### config.mk
export PLATFORM = sky130hd
export DESIGN_NAME = turtle_pen_plotter_top_flat
export DESIGN_NICKNAME = d
export VERILOG_FILES = /design/src/hw/rtl/tpp_pkg.sv /design/src/hw/rtl/tpp_in_if.sv /design/src/hw/rtl/tpp_out_if.sv /design/src/hw/rtl/tpp_ctrl.sv /design/src/hw/rtl/tpp_datapath.sv /design/src/hw/rtl/turtle_pen_plotter_top.sv /design/src/flat_wrapper.sv
export SDC_FILE = /design/constraint.sdc
export NUM_CORES = 2
export LEC_CHECK = 0
export BUFFER_PORTS_ARGS = -buffer_cell sky130_fd_sc_hd__buf_2
export CAP_MARGIN = 40
export CORE_UTILIZATION = 45
export CTS_BUF_LIST = sky130_fd_sc_hd__clkbuf_8
export DETAILED_ROUTE_END_ITERATION = 8
export SLEW_MARGIN = 30
export SYNTH_ARGS = -nofsm -noshare
export SYNTH_HDL_FRONTEND = slang
export SYNTH_HIERARCHICAL = 1
export SYNTH_SLANG_ARGS = --single-unit
export TNS_END_PERCENT = 30
### constraint.sdc
create_clock -name clk -period 21.4 [get_ports clk]
set_clock_uncertainty 0.1 [all_clocks]
set_input_delay 4.28 -clock clk [delete_from_list [all_inputs] [get_ports clk]]
set_output_delay 4.28 -clock clk [all_outputs]
set_load 0.05 [all_outputs]
### src/hw/rtl/tpp_pkg.sv
// Package for the turtle pen plotter: grid constants, command codes,
// controller states and the command/status structs between controller and datapath.
// No dependencies.
package tpp_pkg;

  localparam int GRID_SIZE = 64;
  localparam int COORD_W   = 6;
  localparam int ROW_W     = 64;
  localparam int DIST_W    = 7;

  localparam logic [COORD_W-1:0] LAST_COORD = COORD_W'(GRID_SIZE - 1);

  typedef enum logic [2:0] {
    ACT_PEN_UP   = 3'd0,
    ACT_PEN_DOWN = 3'd1,
    ACT_TURN_R   = 3'd2,
    ACT_TURN_L   = 3'd3,
    ACT_MOVE     = 3'd4,
    ACT_DUMP     = 3'd5,
    ACT_HALT     = 3'd6
  } action_t;

  typedef enum logic [1:0] {
    HEAD_UP    = 2'd0,
    HEAD_RIGHT = 2'd1,
    HEAD_DOWN  = 2'd2,
    HEAD_LEFT  = 2'd3
  } heading_t;

  typedef enum logic [2:0] {
    S_IDLE,
    S_SETUP,
    S_SWEEP,
    S_DRAIN,
    S_DUMP,
    S_DUMP_WAIT
  } state_t;

  typedef struct packed {
    logic pen_up;
    logic pen_down;
    logic turn_r;
    logic turn_l;
    logic halt;
    logic load;
    logic setup;
    logic sweep_rd;
    logic dump_start;
    logic dump_rd;
  } tpp_cmd_t;

  typedef struct packed {
    logic stopped;
    logic skip;
    logic sweep_last;
    logic dump_last;
    logic can_issue;
    logic dump_busy;
  } tpp_status_t;

endpackage

### src/hw/rtl/tpp_in_if.sv
// Command channel interface: valid/ready handshake carrying action and distance.
// Depends on tpp_pkg for field widths.
interface tpp_in_if import tpp_pkg::*; ();
  logic              valid;
  logic              ready;
  logic [2:0]        action;
  logic [DIST_W-1:0] distance;

  modport source (output valid, output action, output distance, input ready);
  modport sink   (input valid, input action, input distance, output ready);
endinterface

### src/hw/rtl/tpp_out_if.sv
// Row channel interface: valid/ready handshake carrying one dumped bitmap row.
// Depends on tpp_pkg for field widths.
interface tpp_out_if import tpp_pkg::*; ();
  logic               valid;
  logic               ready;
  logic [COORD_W-1:0] row_index;
  logic [ROW_W-1:0]   row_bits;
  logic               last_row;

  modport source (output valid, output row_index, output row_bits, output last_row, input ready);
  modport sink   (input valid, input row_index, input row_bits, input last_row, output ready);
endinterface

### src/hw/rtl/tpp_ctrl.sv
// Controller state machine of the turtle pen plotter: decodes commands and
// sequences move sweeps and dumps. Depends on tpp_pkg.
module tpp_ctrl import tpp_pkg::*; (
  input  logic        clk,
  input  logic        rst,
  input  logic        in_valid,
  input  logic [2:0]  action,
  output logic        in_ready,
  input  tpp_status_t status,
  output tpp_cmd_t    cmd
);

  state_t state;
  state_t state_next;
  logic   accept;

  assign in_ready = (state == S_IDLE);
  assign accept   = in_valid && (state == S_IDLE) && !status.stopped;

  always_ff @(posedge clk) begin
    if (rst) begin
      state <= S_IDLE;
    end else begin
      state <= state_next;
    end
  end

  always_comb begin
    state_next = state;
    case (state)
      S_IDLE: begin
        if (accept && action == ACT_MOVE) begin
          state_next = S_SETUP;
        end else if (accept && action == ACT_DUMP) begin
          state_next = S_DUMP;
        end
      end
      S_SETUP: begin
        state_next = status.skip ? S_IDLE : S_SWEEP;
      end
      S_SWEEP: begin
        if (status.sweep_last) begin
          state_next = S_DRAIN;
        end
      end
      S_DRAIN: begin
        state_next = S_IDLE;
      end
      S_DUMP: begin
        if (status.can_issue && status.dump_last) begin
          state_next = S_DUMP_WAIT;
        end
      end
      S_DUMP_WAIT: begin
        if (!status.dump_busy) begin
          state_next = S_IDLE;
        end
      end
      default: begin
        state_next = S_IDLE;
      end
    endcase
  end

  always_comb begin
    cmd = '0;
    case (state)
      S_IDLE: begin
        if (accept) begin
          case (action)
            ACT_PEN_UP:   cmd.pen_up     = 1'b1;
            ACT_PEN_DOWN: cmd.pen_down   = 1'b1;
            ACT_TURN_R:   cmd.turn_r     = 1'b1;
            ACT_TURN_L:   cmd.turn_l     = 1'b1;
            ACT_MOVE:     cmd.load       = 1'b1;
            ACT_DUMP:     cmd.dump_start = 1'b1;
            ACT_HALT:     cmd.halt       = 1'b1;
            default:      cmd            = '0;
          endcase
        end
      end
      S_SETUP: begin
        cmd.setup = 1'b1;
      end
      S_SWEEP: begin
        cmd.sweep_rd = 1'b1;
      end
      S_DUMP: begin
        cmd.dump_rd = status.can_issue;
      end
      default: begin
        cmd = '0;
      end
    endcase
  end

endmodule

### src/hw/rtl/tpp_datapath.sv
// Datapath of the turtle pen plotter: canvas memory with per-row valid bits,
// turtle position and heading, row sweep counter and output register. Depends on tpp_pkg.
module tpp_datapath import tpp_pkg::*; (
  input  logic               clk,
  input  logic               rst,
  input  logic [DIST_W-1:0]  distance,
  input  tpp_cmd_t           cmd,
  output tpp_status_t        status,
  output logic               out_valid,
  input  logic               out_ready,
  output logic [COORD_W-1:0] row_index,
  output logic [ROW_W-1:0]   row_bits,
  output logic               last_row
);

  logic [ROW_W-1:0]   canvas_mem [GRID_SIZE];
  logic [GRID_SIZE-1:0] row_valid;

  logic [COORD_W-1:0] cur_row;
  logic [COORD_W-1:0] cur_col;
  logic [1:0]         heading;
  logic               pen_lifted;
  logic               stopped;
  logic [DIST_W-1:0]  dist_q;

  logic [COORD_W-1:0] row_ptr;
  logic [COORD_W-1:0] sweep_hi;
  logic [ROW_W-1:0]   mask;
  logic               mark_pend;
  logic [COORD_W-1:0] pend_row;
  logic               dump_pend;
  logic [COORD_W-1:0] dump_row;
  logic [ROW_W-1:0]   mem_q;
  logic               mem_q_vld;

  logic [ROW_W-1:0]   eff_row;
  logic               rd_en;
  logic               out_free;
  logic               out_load;

  logic [DIST_W-1:0]  span;
  logic [COORD_W-1:0] row_fwd;
  logic [COORD_W-1:0] row_back;
  logic [COORD_W-1:0] col_fwd;
  logic [COORD_W-1:0] col_back;
  logic [COORD_W-1:0] row_next;
  logic [COORD_W-1:0] col_next;
  logic [COORD_W-1:0] lo_next;
  logic [COORD_W-1:0] hi_next;
  logic [ROW_W-1:0]   mask_next;

  function automatic logic [COORD_W-1:0] step_fwd(input logic [COORD_W-1:0] p,
                                                  input logic [DIST_W-1:0] s);
    logic [COORD_W-1:0] room;
    room = LAST_COORD - p;
    if (s > {1'b0, room}) begin
      step_fwd = LAST_COORD;
    end else begin
      step_fwd = p + s[COORD_W-1:0];
    end
  endfunction

  function automatic logic [COORD_W-1:0] step_back(input logic [COORD_W-1:0] p,
                                                   input logic [DIST_W-1:0] s);
    if (s > {1'b0, p}) begin
      step_back = '0;
    end else begin
      step_back = p - s[COORD_W-1:0];
    end
  endfunction

  function automatic logic [ROW_W-1:0] span_mask(input logic [COORD_W-1:0] a,
                                                 input logic [COORD_W-1:0] b);
    span_mask = ({ROW_W{1'b1}} << a) & ({ROW_W{1'b1}} >> (COORD_W'(ROW_W - 1) - b));
  endfunction

  assign span     = dist_q - DIST_W'(1);
  assign row_fwd  = step_fwd(cur_row, span);
  assign row_back = step_back(cur_row, span);
  assign col_fwd  = step_fwd(cur_col, span);
  assign col_back = step_back(cur_col, span);

  always_comb begin
    row_next  = cur_row;
    col_next  = cur_col;
    lo_next   = cur_row;
    hi_next   = cur_row;
    mask_next = ROW_W'(1) << cur_col;
    case (heading)
      HEAD_UP: begin
        row_next = row_back;
        lo_next  = row_back;
      end
      HEAD_RIGHT: begin
        col_next  = col_fwd;
        mask_next = span_mask(cur_col, col_fwd);
      end
      HEAD_DOWN: begin
        row_next = row_fwd;
        hi_next  = row_fwd;
      end
      default: begin
        col_next  = col_back;
        mask_next = span_mask(col_back, cur_col);
      end
    endcase
  end

  always_ff @(posedge clk) begin
    if (rst) begin
      cur_row    <= '0;
      cur_col    <= '0;
      heading    <= HEAD_RIGHT;
      pen_lifted <= 1'b1;
      stopped    <= 1'b0;
    end else begin
      if (cmd.pen_up) begin
        pen_lifted <= 1'b1;
      end
      if (cmd.pen_down) begin
        pen_lifted <= 1'b0;
      end
      if (cmd.turn_r) begin
        heading <= heading + 2'd1;
      end
      if (cmd.turn_l) begin
        heading <= heading - 2'd1;
      end
      if (cmd.halt) begin
        stopped <= 1'b1;
      end
      if (cmd.setup && dist_q != '0) begin
        cur_row <= row_next;
        cur_col <= col_next;
      end
    end
  end

  always_ff @(posedge clk) begin
    if (cmd.load) begin
      dist_q <= distance;
    end
    if (cmd.setup) begin
      sweep_hi <= hi_next;
      mask     <= mask_next;
    end
    if (cmd.setup) begin
      row_ptr <= lo_next;
    end else if (cmd.dump_start) begin
      row_ptr <= '0;
    end else if (rd_en) begin
      row_ptr <= row_ptr + COORD_W'(1);
    end
    pend_row <= row_ptr;
    if (cmd.dump_rd) begin
      dump_row <= row_ptr;
    end
  end

  assign rd_en   = cmd.sweep_rd || cmd.dump_rd;
  assign eff_row = mem_q_vld ? mem_q : '0;

  always_ff @(posedge clk) begin
    if (mark_pend) begin
      canvas_mem[pend_row] <= eff_row | mask;
    end
    if (rd_en) begin
      mem_q <= canvas_mem[row_ptr];
    end
  end

  always_ff @(posedge clk) begin
    if (rst) begin
      row_valid <= '0;
    end else if (mark_pend) begin
      row_valid[pend_row] <= 1'b1;
    end
    if (rd_en) begin
      mem_q_vld <= row_valid[row_ptr];
    end
  end

  assign out_free = !out_valid || out_ready;
  assign out_load = dump_pend && out_free;

  always_ff @(posedge clk) begin
    if (rst) begin
      mark_pend <= 1'b0;
      dump_pend <= 1'b0;
      out_valid <= 1'b0;
    end else begin
      mark_pend <= cmd.sweep_rd;
      if (cmd.dump_rd) begin
        dump_pend <= 1'b1;
      end else if (out_load) begin
        dump_pend <= 1'b0;
      end
      if (out_load) begin
        out_valid <= 1'b1;
      end else if (out_ready) begin
        out_valid <= 1'b0;
      end
    end
  end

  always_ff @(posedge clk) begin
    if (out_load) begin
      row_index <= dump_row;
      row_bits  <= eff_row;
      last_row  <= (dump_row == LAST_COORD);
    end
  end

  always_comb begin
    status            = '0;
    status.stopped    = stopped;
    status.skip       = pen_lifted || (dist_q == '0);
    status.sweep_last = (row_ptr == sweep_hi);
    status.dump_last  = (row_ptr == LAST_COORD);
    status.can_issue  = !dump_pend || out_free;
    status.dump_busy  = dump_pend;
  end

endmodule

### src/hw/rtl/turtle_pen_plotter_top.sv
// Top level of the turtle pen plotter: joins the controller and the datapath.
// Depends on tpp_pkg, tpp_in_if, tpp_out_if, tpp_ctrl and tpp_datapath.
//
// Usage: turtle commands enter on the cmd channel (action, distance); a dump
// returns the bitmap on the rows channel as GRID_SIZE transactions, top row
// first, with last_row set on the final one. Other commands return nothing.
// Pen, turn and halt commands are done in the idle state. A move with the pen
// up or a distance of zero skips the sweep; with the pen down it sweeps one row
// for a horizontal move and each covered row for a vertical one, then drains.
// A dump reads every row in turn. Both are paced by the canvas memory, which
// is read and written one row per cycle, while the receiver keeps ready high
// during a dump, through a single read port and a single write port.
// Reset clears the canvas, homes the turtle to the top left cell facing right
// with the pen up, and clears the halt. When the receiver stalls, the dump
// holds one row in the output register and one in the memory read register;
// the block takes the next command once the last row has moved into the output
// register and the controller has left its dump wait state. After a halt every
// command is taken and ignored until reset.
module turtle_pen_plotter_top import tpp_pkg::*; (
  input logic        clk,
  input logic        rst,
  tpp_in_if.sink     cmd,
  tpp_out_if.source  rows
);

  tpp_cmd_t    ctrl_cmd;
  tpp_status_t dp_status;

  tpp_ctrl u_ctrl (
    .clk      (clk),
    .rst      (rst),
    .in_valid (cmd.valid),
    .action   (cmd.action),
    .in_ready (cmd.ready),
    .status   (dp_status),
    .cmd      (ctrl_cmd)
  );

  tpp_datapath u_datapath (
    .clk       (clk),
    .rst       (rst),
    .distance  (cmd.distance),
    .cmd       (ctrl_cmd),
    .status    (dp_status),
    .out_valid (rows.valid),
    .out_ready (rows.ready),
    .row_index (rows.row_index),
    .row_bits  (rows.row_bits),
    .last_row  (rows.last_row)
  );

endmodule

### src/flat_wrapper.sv
// flat-port wrapper written by rule: the top's interface ports become plain ports
module turtle_pen_plotter_top_flat import tpp_pkg::*;
  (clk, rst, cmd_valid, cmd_action, cmd_distance, cmd_ready, rows_valid, rows_row_index, rows_row_bits, rows_last_row, rows_ready);
  tpp_in_if cmd_i ();
  tpp_out_if rows_i ();
  input logic clk;
  input logic rst;
  input wire logic [$bits(cmd_i.valid)-1:0] cmd_valid;
  input wire logic [$bits(cmd_i.action)-1:0] cmd_action;
  input wire logic [$bits(cmd_i.distance)-1:0] cmd_distance;
  output wire logic [$bits(cmd_i.ready)-1:0] cmd_ready;
  output wire logic [$bits(rows_i.valid)-1:0] rows_valid;
  output wire logic [$bits(rows_i.row_index)-1:0] rows_row_index;
  output wire logic [$bits(rows_i.row_bits)-1:0] rows_row_bits;
  output wire logic [$bits(rows_i.last_row)-1:0] rows_last_row;
  input wire logic [$bits(rows_i.ready)-1:0] rows_ready;
  assign cmd_i.valid = cmd_valid;
  assign cmd_i.action = cmd_action;
  assign cmd_i.distance = cmd_distance;
  assign cmd_ready = cmd_i.ready;
  assign rows_valid = rows_i.valid;
  assign rows_row_index = rows_i.row_index;
  assign rows_row_bits = rows_i.row_bits;
  assign rows_last_row = rows_i.last_row;
  assign rows_i.ready = rows_ready;
  turtle_pen_plotter_top u_core (.clk(clk), .rst(rst), .cmd(cmd_i), .rows(rows_i));
endmodule
; After elaboration in Yosys (flattened, before gate mapping)
; Memory sizes are Yosys's and may differ from the RTL's. A register that Yosys moved wholly into a read port is not among the register bits.
; Cells that the tools add are included.
[word_totals]
n_memories = 1
ram_bits = 4096
elab_cells = 145
inputBits = 14
reg_bits = 253
output_inout_bits = 73
[memory_table]
columns = name, depth, width, rd, rd_ports_with_merged_regs, wr, line_no
row1 = u_core.u_datapath.canvas_mem, 64, 64, 1, 1, 1, tpp_datapath.sv:16  ; logic [ROW_W-1:0] canvas_mem [GRID_SIZE];
[op_classes]
addsub = 11
n_shift = 5
reduce_logical = 30
magnitude_cmp = 7
bitwise_logic = 5
n_eq_ne = 19
mux = 47
[op_table]
columns = op, count
row1 = 64-bit bitwise AND, 2
row2 = 64-bit bitwise OR, 2
row3 = 64-bit one-hot mux with 2 select lines, 1
row4 = "64-bit by 6-bit left shift with 64-bit output, first input constant", 2
row5 = "64-bit by 6-bit >> shifter with 64-bit output, first input constant", 2
row6 = 64-bit 2-to-1 mux, 1
row7 = "1-bit by 6-bit left shift with 64-bit output, first input constant", 1
row8 = 6-bit 2-to-1 mux, 10
row9 = 7-bit by 6-bit > comparator with 1-bit output, 4
row10 = 6-bit one-hot mux with 2 select lines, 2
row11 = 1-bit 2-to-1 mux, 18
row12 = "6-bit subtractor, first input constant", 3
row13 = "3-bit == test, second input constant", 5
row14 = 3-bit 2-to-1 mux, 5
row15 = 3-bit one-hot mux with 5 select lines, 1
row16 = "6-bit by 7-bit less-than comparator with 1-bit output, second input constant", 2
row17 = 6-bit adder, 2
row18 = "6-bit == test, second input constant", 2
row19 = 6-bit subtractor, 2
row20 = 10-bit 2-to-1 mux, 1
row21 = 2-bit nonzero test, 5
row22 = "3-bit by 2-bit == test with 1-bit output, second input constant", 3
row23 = 1-bit logical AND, 8
row24 = 7-bit zero test, 1
row25 = other kinds (26), 39

; Depth between registers and ports, before layout
[depth]
word_depth = 9
depth_mapped = 14
ltp_nobuf = 12

; Hierarchy
; The synthesis kept the hierarchy.
[modules_own_cells]
columns = mod, n_inst, seq_area_each_um2, area_each_um2, cells_per_inst
row1 = tpp_datapath, 1, 131536.2, 171039.0, 7690
row2 = tpp_ctrl, 1, 60.1, 292.8, 38

; Worst setup path before layout
; OpenSTA, ideal clock, no wires.
[synth_path]
path_kind = input port to flip-flop
start = input port rows_ready
end = register u_core.u_datapath.last_row (enable)
setup_ps = 509
setup_slack_ps = 13278
required_time_ps = 20791
stages = 2
arrival_ps = 7513
n_path_buf = 0
path_cell_list = nor2b_1 -> nor2b_1
[synth_via]
elab_chain_cells = 2
[synth_rtl]
columns = element, line_no
row1 = from (decl), flat_wrapper.sv:16  ; input wire logic [$bits(rows_i.ready)-1:0] rows_ready;
row2 = 1-bit logical OR, tpp_datapath.sv:183  ; assign out_free = !out_valid || out_ready;
row3 = 1-bit logical AND, tpp_datapath.sv:184  ; assign out_load = dump_pend && out_free;
row4 = named net u_core.u_datapath.out_load, tpp_datapath.sv:39  ; logic out_load;
row5 = to (signal assigned), tpp_datapath.sv:210  ; last_row <= (dump_row == LAST_COORD);
row6 = to (decl), tpp_datapath.sv:13  ; output logic last_row
; The timed path passes the listed nets, and every way through them passes these cells.
; A chain may end at the register's enable or synchronous reset.

; Worst setup path after layout
[layout_path]
start = register u_core.u_datapath.row_bits[16]
end = output port rows_row_bits[16]
[layout_lines]
columns = element, line_no
row1 = from (decl), tpp_datapath.sv:12  ; output logic [ROW_W-1:0] row_bits,
row2 = from (signal assigned), tpp_datapath.sv:209  ; row_bits <= eff_row;
row3 = to (decl), flat_wrapper.sv:14  ; output wire logic [$bits(rows_i.row_bits)-1:0] rows_row_bits;
; No word-level cell between the ends.

==> impl_metrics.yaml <==
grt:
  gr-usage-all-layers: 0.269
  antenna_found_initial: 30
  remaining_global_route_overflow: 0
  grt_first_pass_wirelength_um: 710000
  grt_start_max_net_pins: 135
  via_count_of_the_first_global_routing_pass: 88500
placed_design:
  placed_area_sq_um: 182000
  preCtsSetupSlack_ns: 14.41
  placed_cells: 12800
  post-dp-hpwl_um: 295000
  buffer_ports.inserted: 86
  place.gp.congestion: 0.951
synth:
  synthesis.instances: 7728
  yosys_most_used_dff: "sky130_fd_sc_hd__edfxtp_1"
  synthesis.nets: 7789
  asyncSetResetFlopFracSynth: 0
  avgSynthCellArea_sq_um: 22.2
  post_synth_num_cell_types: 86
  ys_warn_count: 6
  synth-seq-cells: 4413
  synth-edff-count: 4321
  syn-cell-area_sq_um: 171000
  synth_sequential_area_ratio: 0.768
status:
  result_of_the_run: "finished, final reports clean"
cts:
  cts_buffer_depth: 4
  cts-hold-fix-buffers: 0
  cts_tree: "done"
  cts_resized: 0
  clock_latency_ns: 1.23
  clock_sinks: 4413
  clk_root_buffer_cell: "sky130_fd_sc_hd__clkbuf_8"
  cts.clk_slew.worst_paths_ns: 0.06
  htree_levels: 6
  numCtsBuffers: 696
  post_cts.repair.setup_buffers: 0
power:
  p_per_area_nw_per_um2: 129
  totalPowerFinal_uw: 25200
  irDropWorstVdd_mv: 0.106
  power.static_leakage_uw: 0.0616
sta:
  drv_slew: 0
  worst_slew_pin_slew_ns: 0.973
  finalWorstSetupSlack_ns: 14.79
  clock.fmax_ghz: 0.151
  post-route-min-period_ns: 6.61
  setup_violations: 0
  max-slew-margin-rel: 0.352
  grt_setup_unrepaired: "false"
  final.period_utilization: 0.309
  hold_violation_total_from_the_final_report: 0
  setup_total_negative_slack_ns: 0
detailed_routing:
  wl_per_cell_um: 36.8
  vias: 89200
  drt_pass1_iterations: 6
  postRouteWirelength_um: 517000
  vias_per_cell: 6.34
  drc: 0
  final_antenna_net_count: 0
  detailedRoute.firstIterationViolations: 12000
critical_path:
  critical-path-top-delay-family: "flip-flops"
  critPathLaunchType: "flop"
  worst-path-buf-inv: 1
  setup_crit_end_kind: "primary output"
  path_max_fanout: 1
  cp_cell_sequence: "buf_2"
  timing.critical_path.from: "u_core/u_datapath/row_bits[16]"
  critPathRequiredTime_ns: 17.02
  crit_type: "reg2out"
  cp_slowest_stage_delay_ns: 0.64
  worst_path_max_delay_cell: "sky130_fd_sc_hd__edfxtp_1"
  critPathArrivalTime_ns: 2.23
  critical_path.reg2reg.startpoint: "u_core/u_datapath/row_ptr[1]"
run:
  drv_cap: 0
floorplanning:
  boundaryPins: 87
  chipHeight_um: 619
  die_w_um: 619
  die-area_sq_um: 383000
  initial_utilization: 0.452
  rows: 226
  core-area_sq_um: 379000
layout:
  final_cell_mix: "4321 x sky130_fd_sc_hd__edfxtp_1, 1229 x sky130_fd_sc_hd__mux4_2, 714 x sky130_fd_sc_hd__clkbuf_8"
  instances_no_fill: 14100
  fillCellCount: 29500
  final_area_sq_um: 195000
  multi_input_comb_area_sq_um: 38300
  synthToLayoutAreaGrowth_pct: 14.0
  mostFrequentLayoutCell: "sky130_fd_sc_hd__edfxtp_1"
  drive_gt1_frac: 0.305
  finalNetCount: 8572
  register_area_sq_um: 132000
hold_path:
  hold_path_startpoint: "u_core/u_datapath/dump_row[1]"
  path_class_of_the_lowest_slack_min_delay_path: "reg2reg"
[metal layers]
metal	track usage	wire length, um
met5	0	110
met3	0.0580	51100
met4	0.102	21600
met1	0.371	202000
met2	0.422	243000
[kinds of logic (layout without fill, tap and decap cells)]
family	count (synthesis)	in the layout	synth area share
buffers and inverters	474	1796	0.0121
XOR/XNOR	34	34	0.00174
multiplexers	1303	1303	0.166
adder cells (fa/ha/maj)	47	47	0.00361
flip-flops	4413	4413	0.768
AO/OA/AOI/OAI	645	645	0.0260
other	0	11	0
AND/OR/NAND/NOR	812	812	0.0226
[Yosys cell counts, drive strengths merged (15+ instances only)]
library cell  number  area share
o22ai             60      0.0022
o21a              22     0.00096
nor3              53      0.0017
mux4            1229        0.16
a21oi             92      0.0027
ha                43      0.0031
nand4             15     0.00055
nor2             283      0.0062
nand2b            19     0.00069
edfxtp          4321        0.76
dfxtp             92       0.011
mux2i             73      0.0043
inv               37     0.00081
or2               71      0.0026
nor2b             24     0.00088
nand2            187      0.0041
nand3             40      0.0012
and2              74      0.0027
a22oi            130      0.0057
o211ai            53      0.0024
o21ai            100      0.0029
xnor2             22      0.0011
a211oi            19     0.00083
buf              216      0.0065
clkbuf           218      0.0048
a31oi             24     0.00088
o221ai            59      0.0030
[path summary, 6_finish.rpt]
kind	endpoint	slack, ns	cells after the start
max reg2reg	u_core/u_datapath/mem_q[3]	14.92	10
max	rows_row_bits[16]	14.79	1
min	u_core/u_datapath/row_index[1]	0.35	0
min reg2reg	u_core/u_datapath/row_index[1]	0.35	0
[layout make-up]
class,count,area share
sequential,4413,0.674
tap,5016,0.0321
antenna,11,0.000141
timing repair buffer,519,0.0319
inverter,40,0.000807
clock inverter,523,0.0147
multi-input combinational,2841,0.196
clock buffer,714,0.0503
[power breakdown]
group / internal [uW] / switching (uW)
Sequential: 10600 / 148
Combinational: 3190 / 4630
Clock: 3310 / 3330
Total: 17100 / 8100
[state kept, by name, summed over array words and instances, names as in the netlist, 2 cells and up]
| name | flops |
|---|---|
| u_core/u_ctrl/state | 3 |
| u_core/u_datapath/canvas_mem | 4096 |
| u_core/u_datapath/cur_col | 6 |
| u_core/u_datapath/cur_row | 6 |
| u_core/u_datapath/dist_q | 7 |
| u_core/u_datapath/dump_row | 6 |
| u_core/u_datapath/heading | 2 |
| u_core/u_datapath/mask | 64 |
| u_core/u_datapath/mem_q | 64 |
| u_core/u_datapath/pend_row | 6 |
| u_core/u_datapath/row_bits | 64 |
| u_core/u_datapath/row_index | 6 |
| u_core/u_datapath/row_ptr | 6 |
| u_core/u_datapath/row_valid | 64 |
| u_core/u_datapath/sweep_hi | 6 |
[through the flow]
step,hold slack (ns),util
after floorplan,0.263,-
after global placement,0.342,0.472
after detailed placement,0.336,0.481
after CTS,0.352,0.514
after global routing,0.369,0.515
final,0.349,0.515
(Power assumes the default switching activity.)
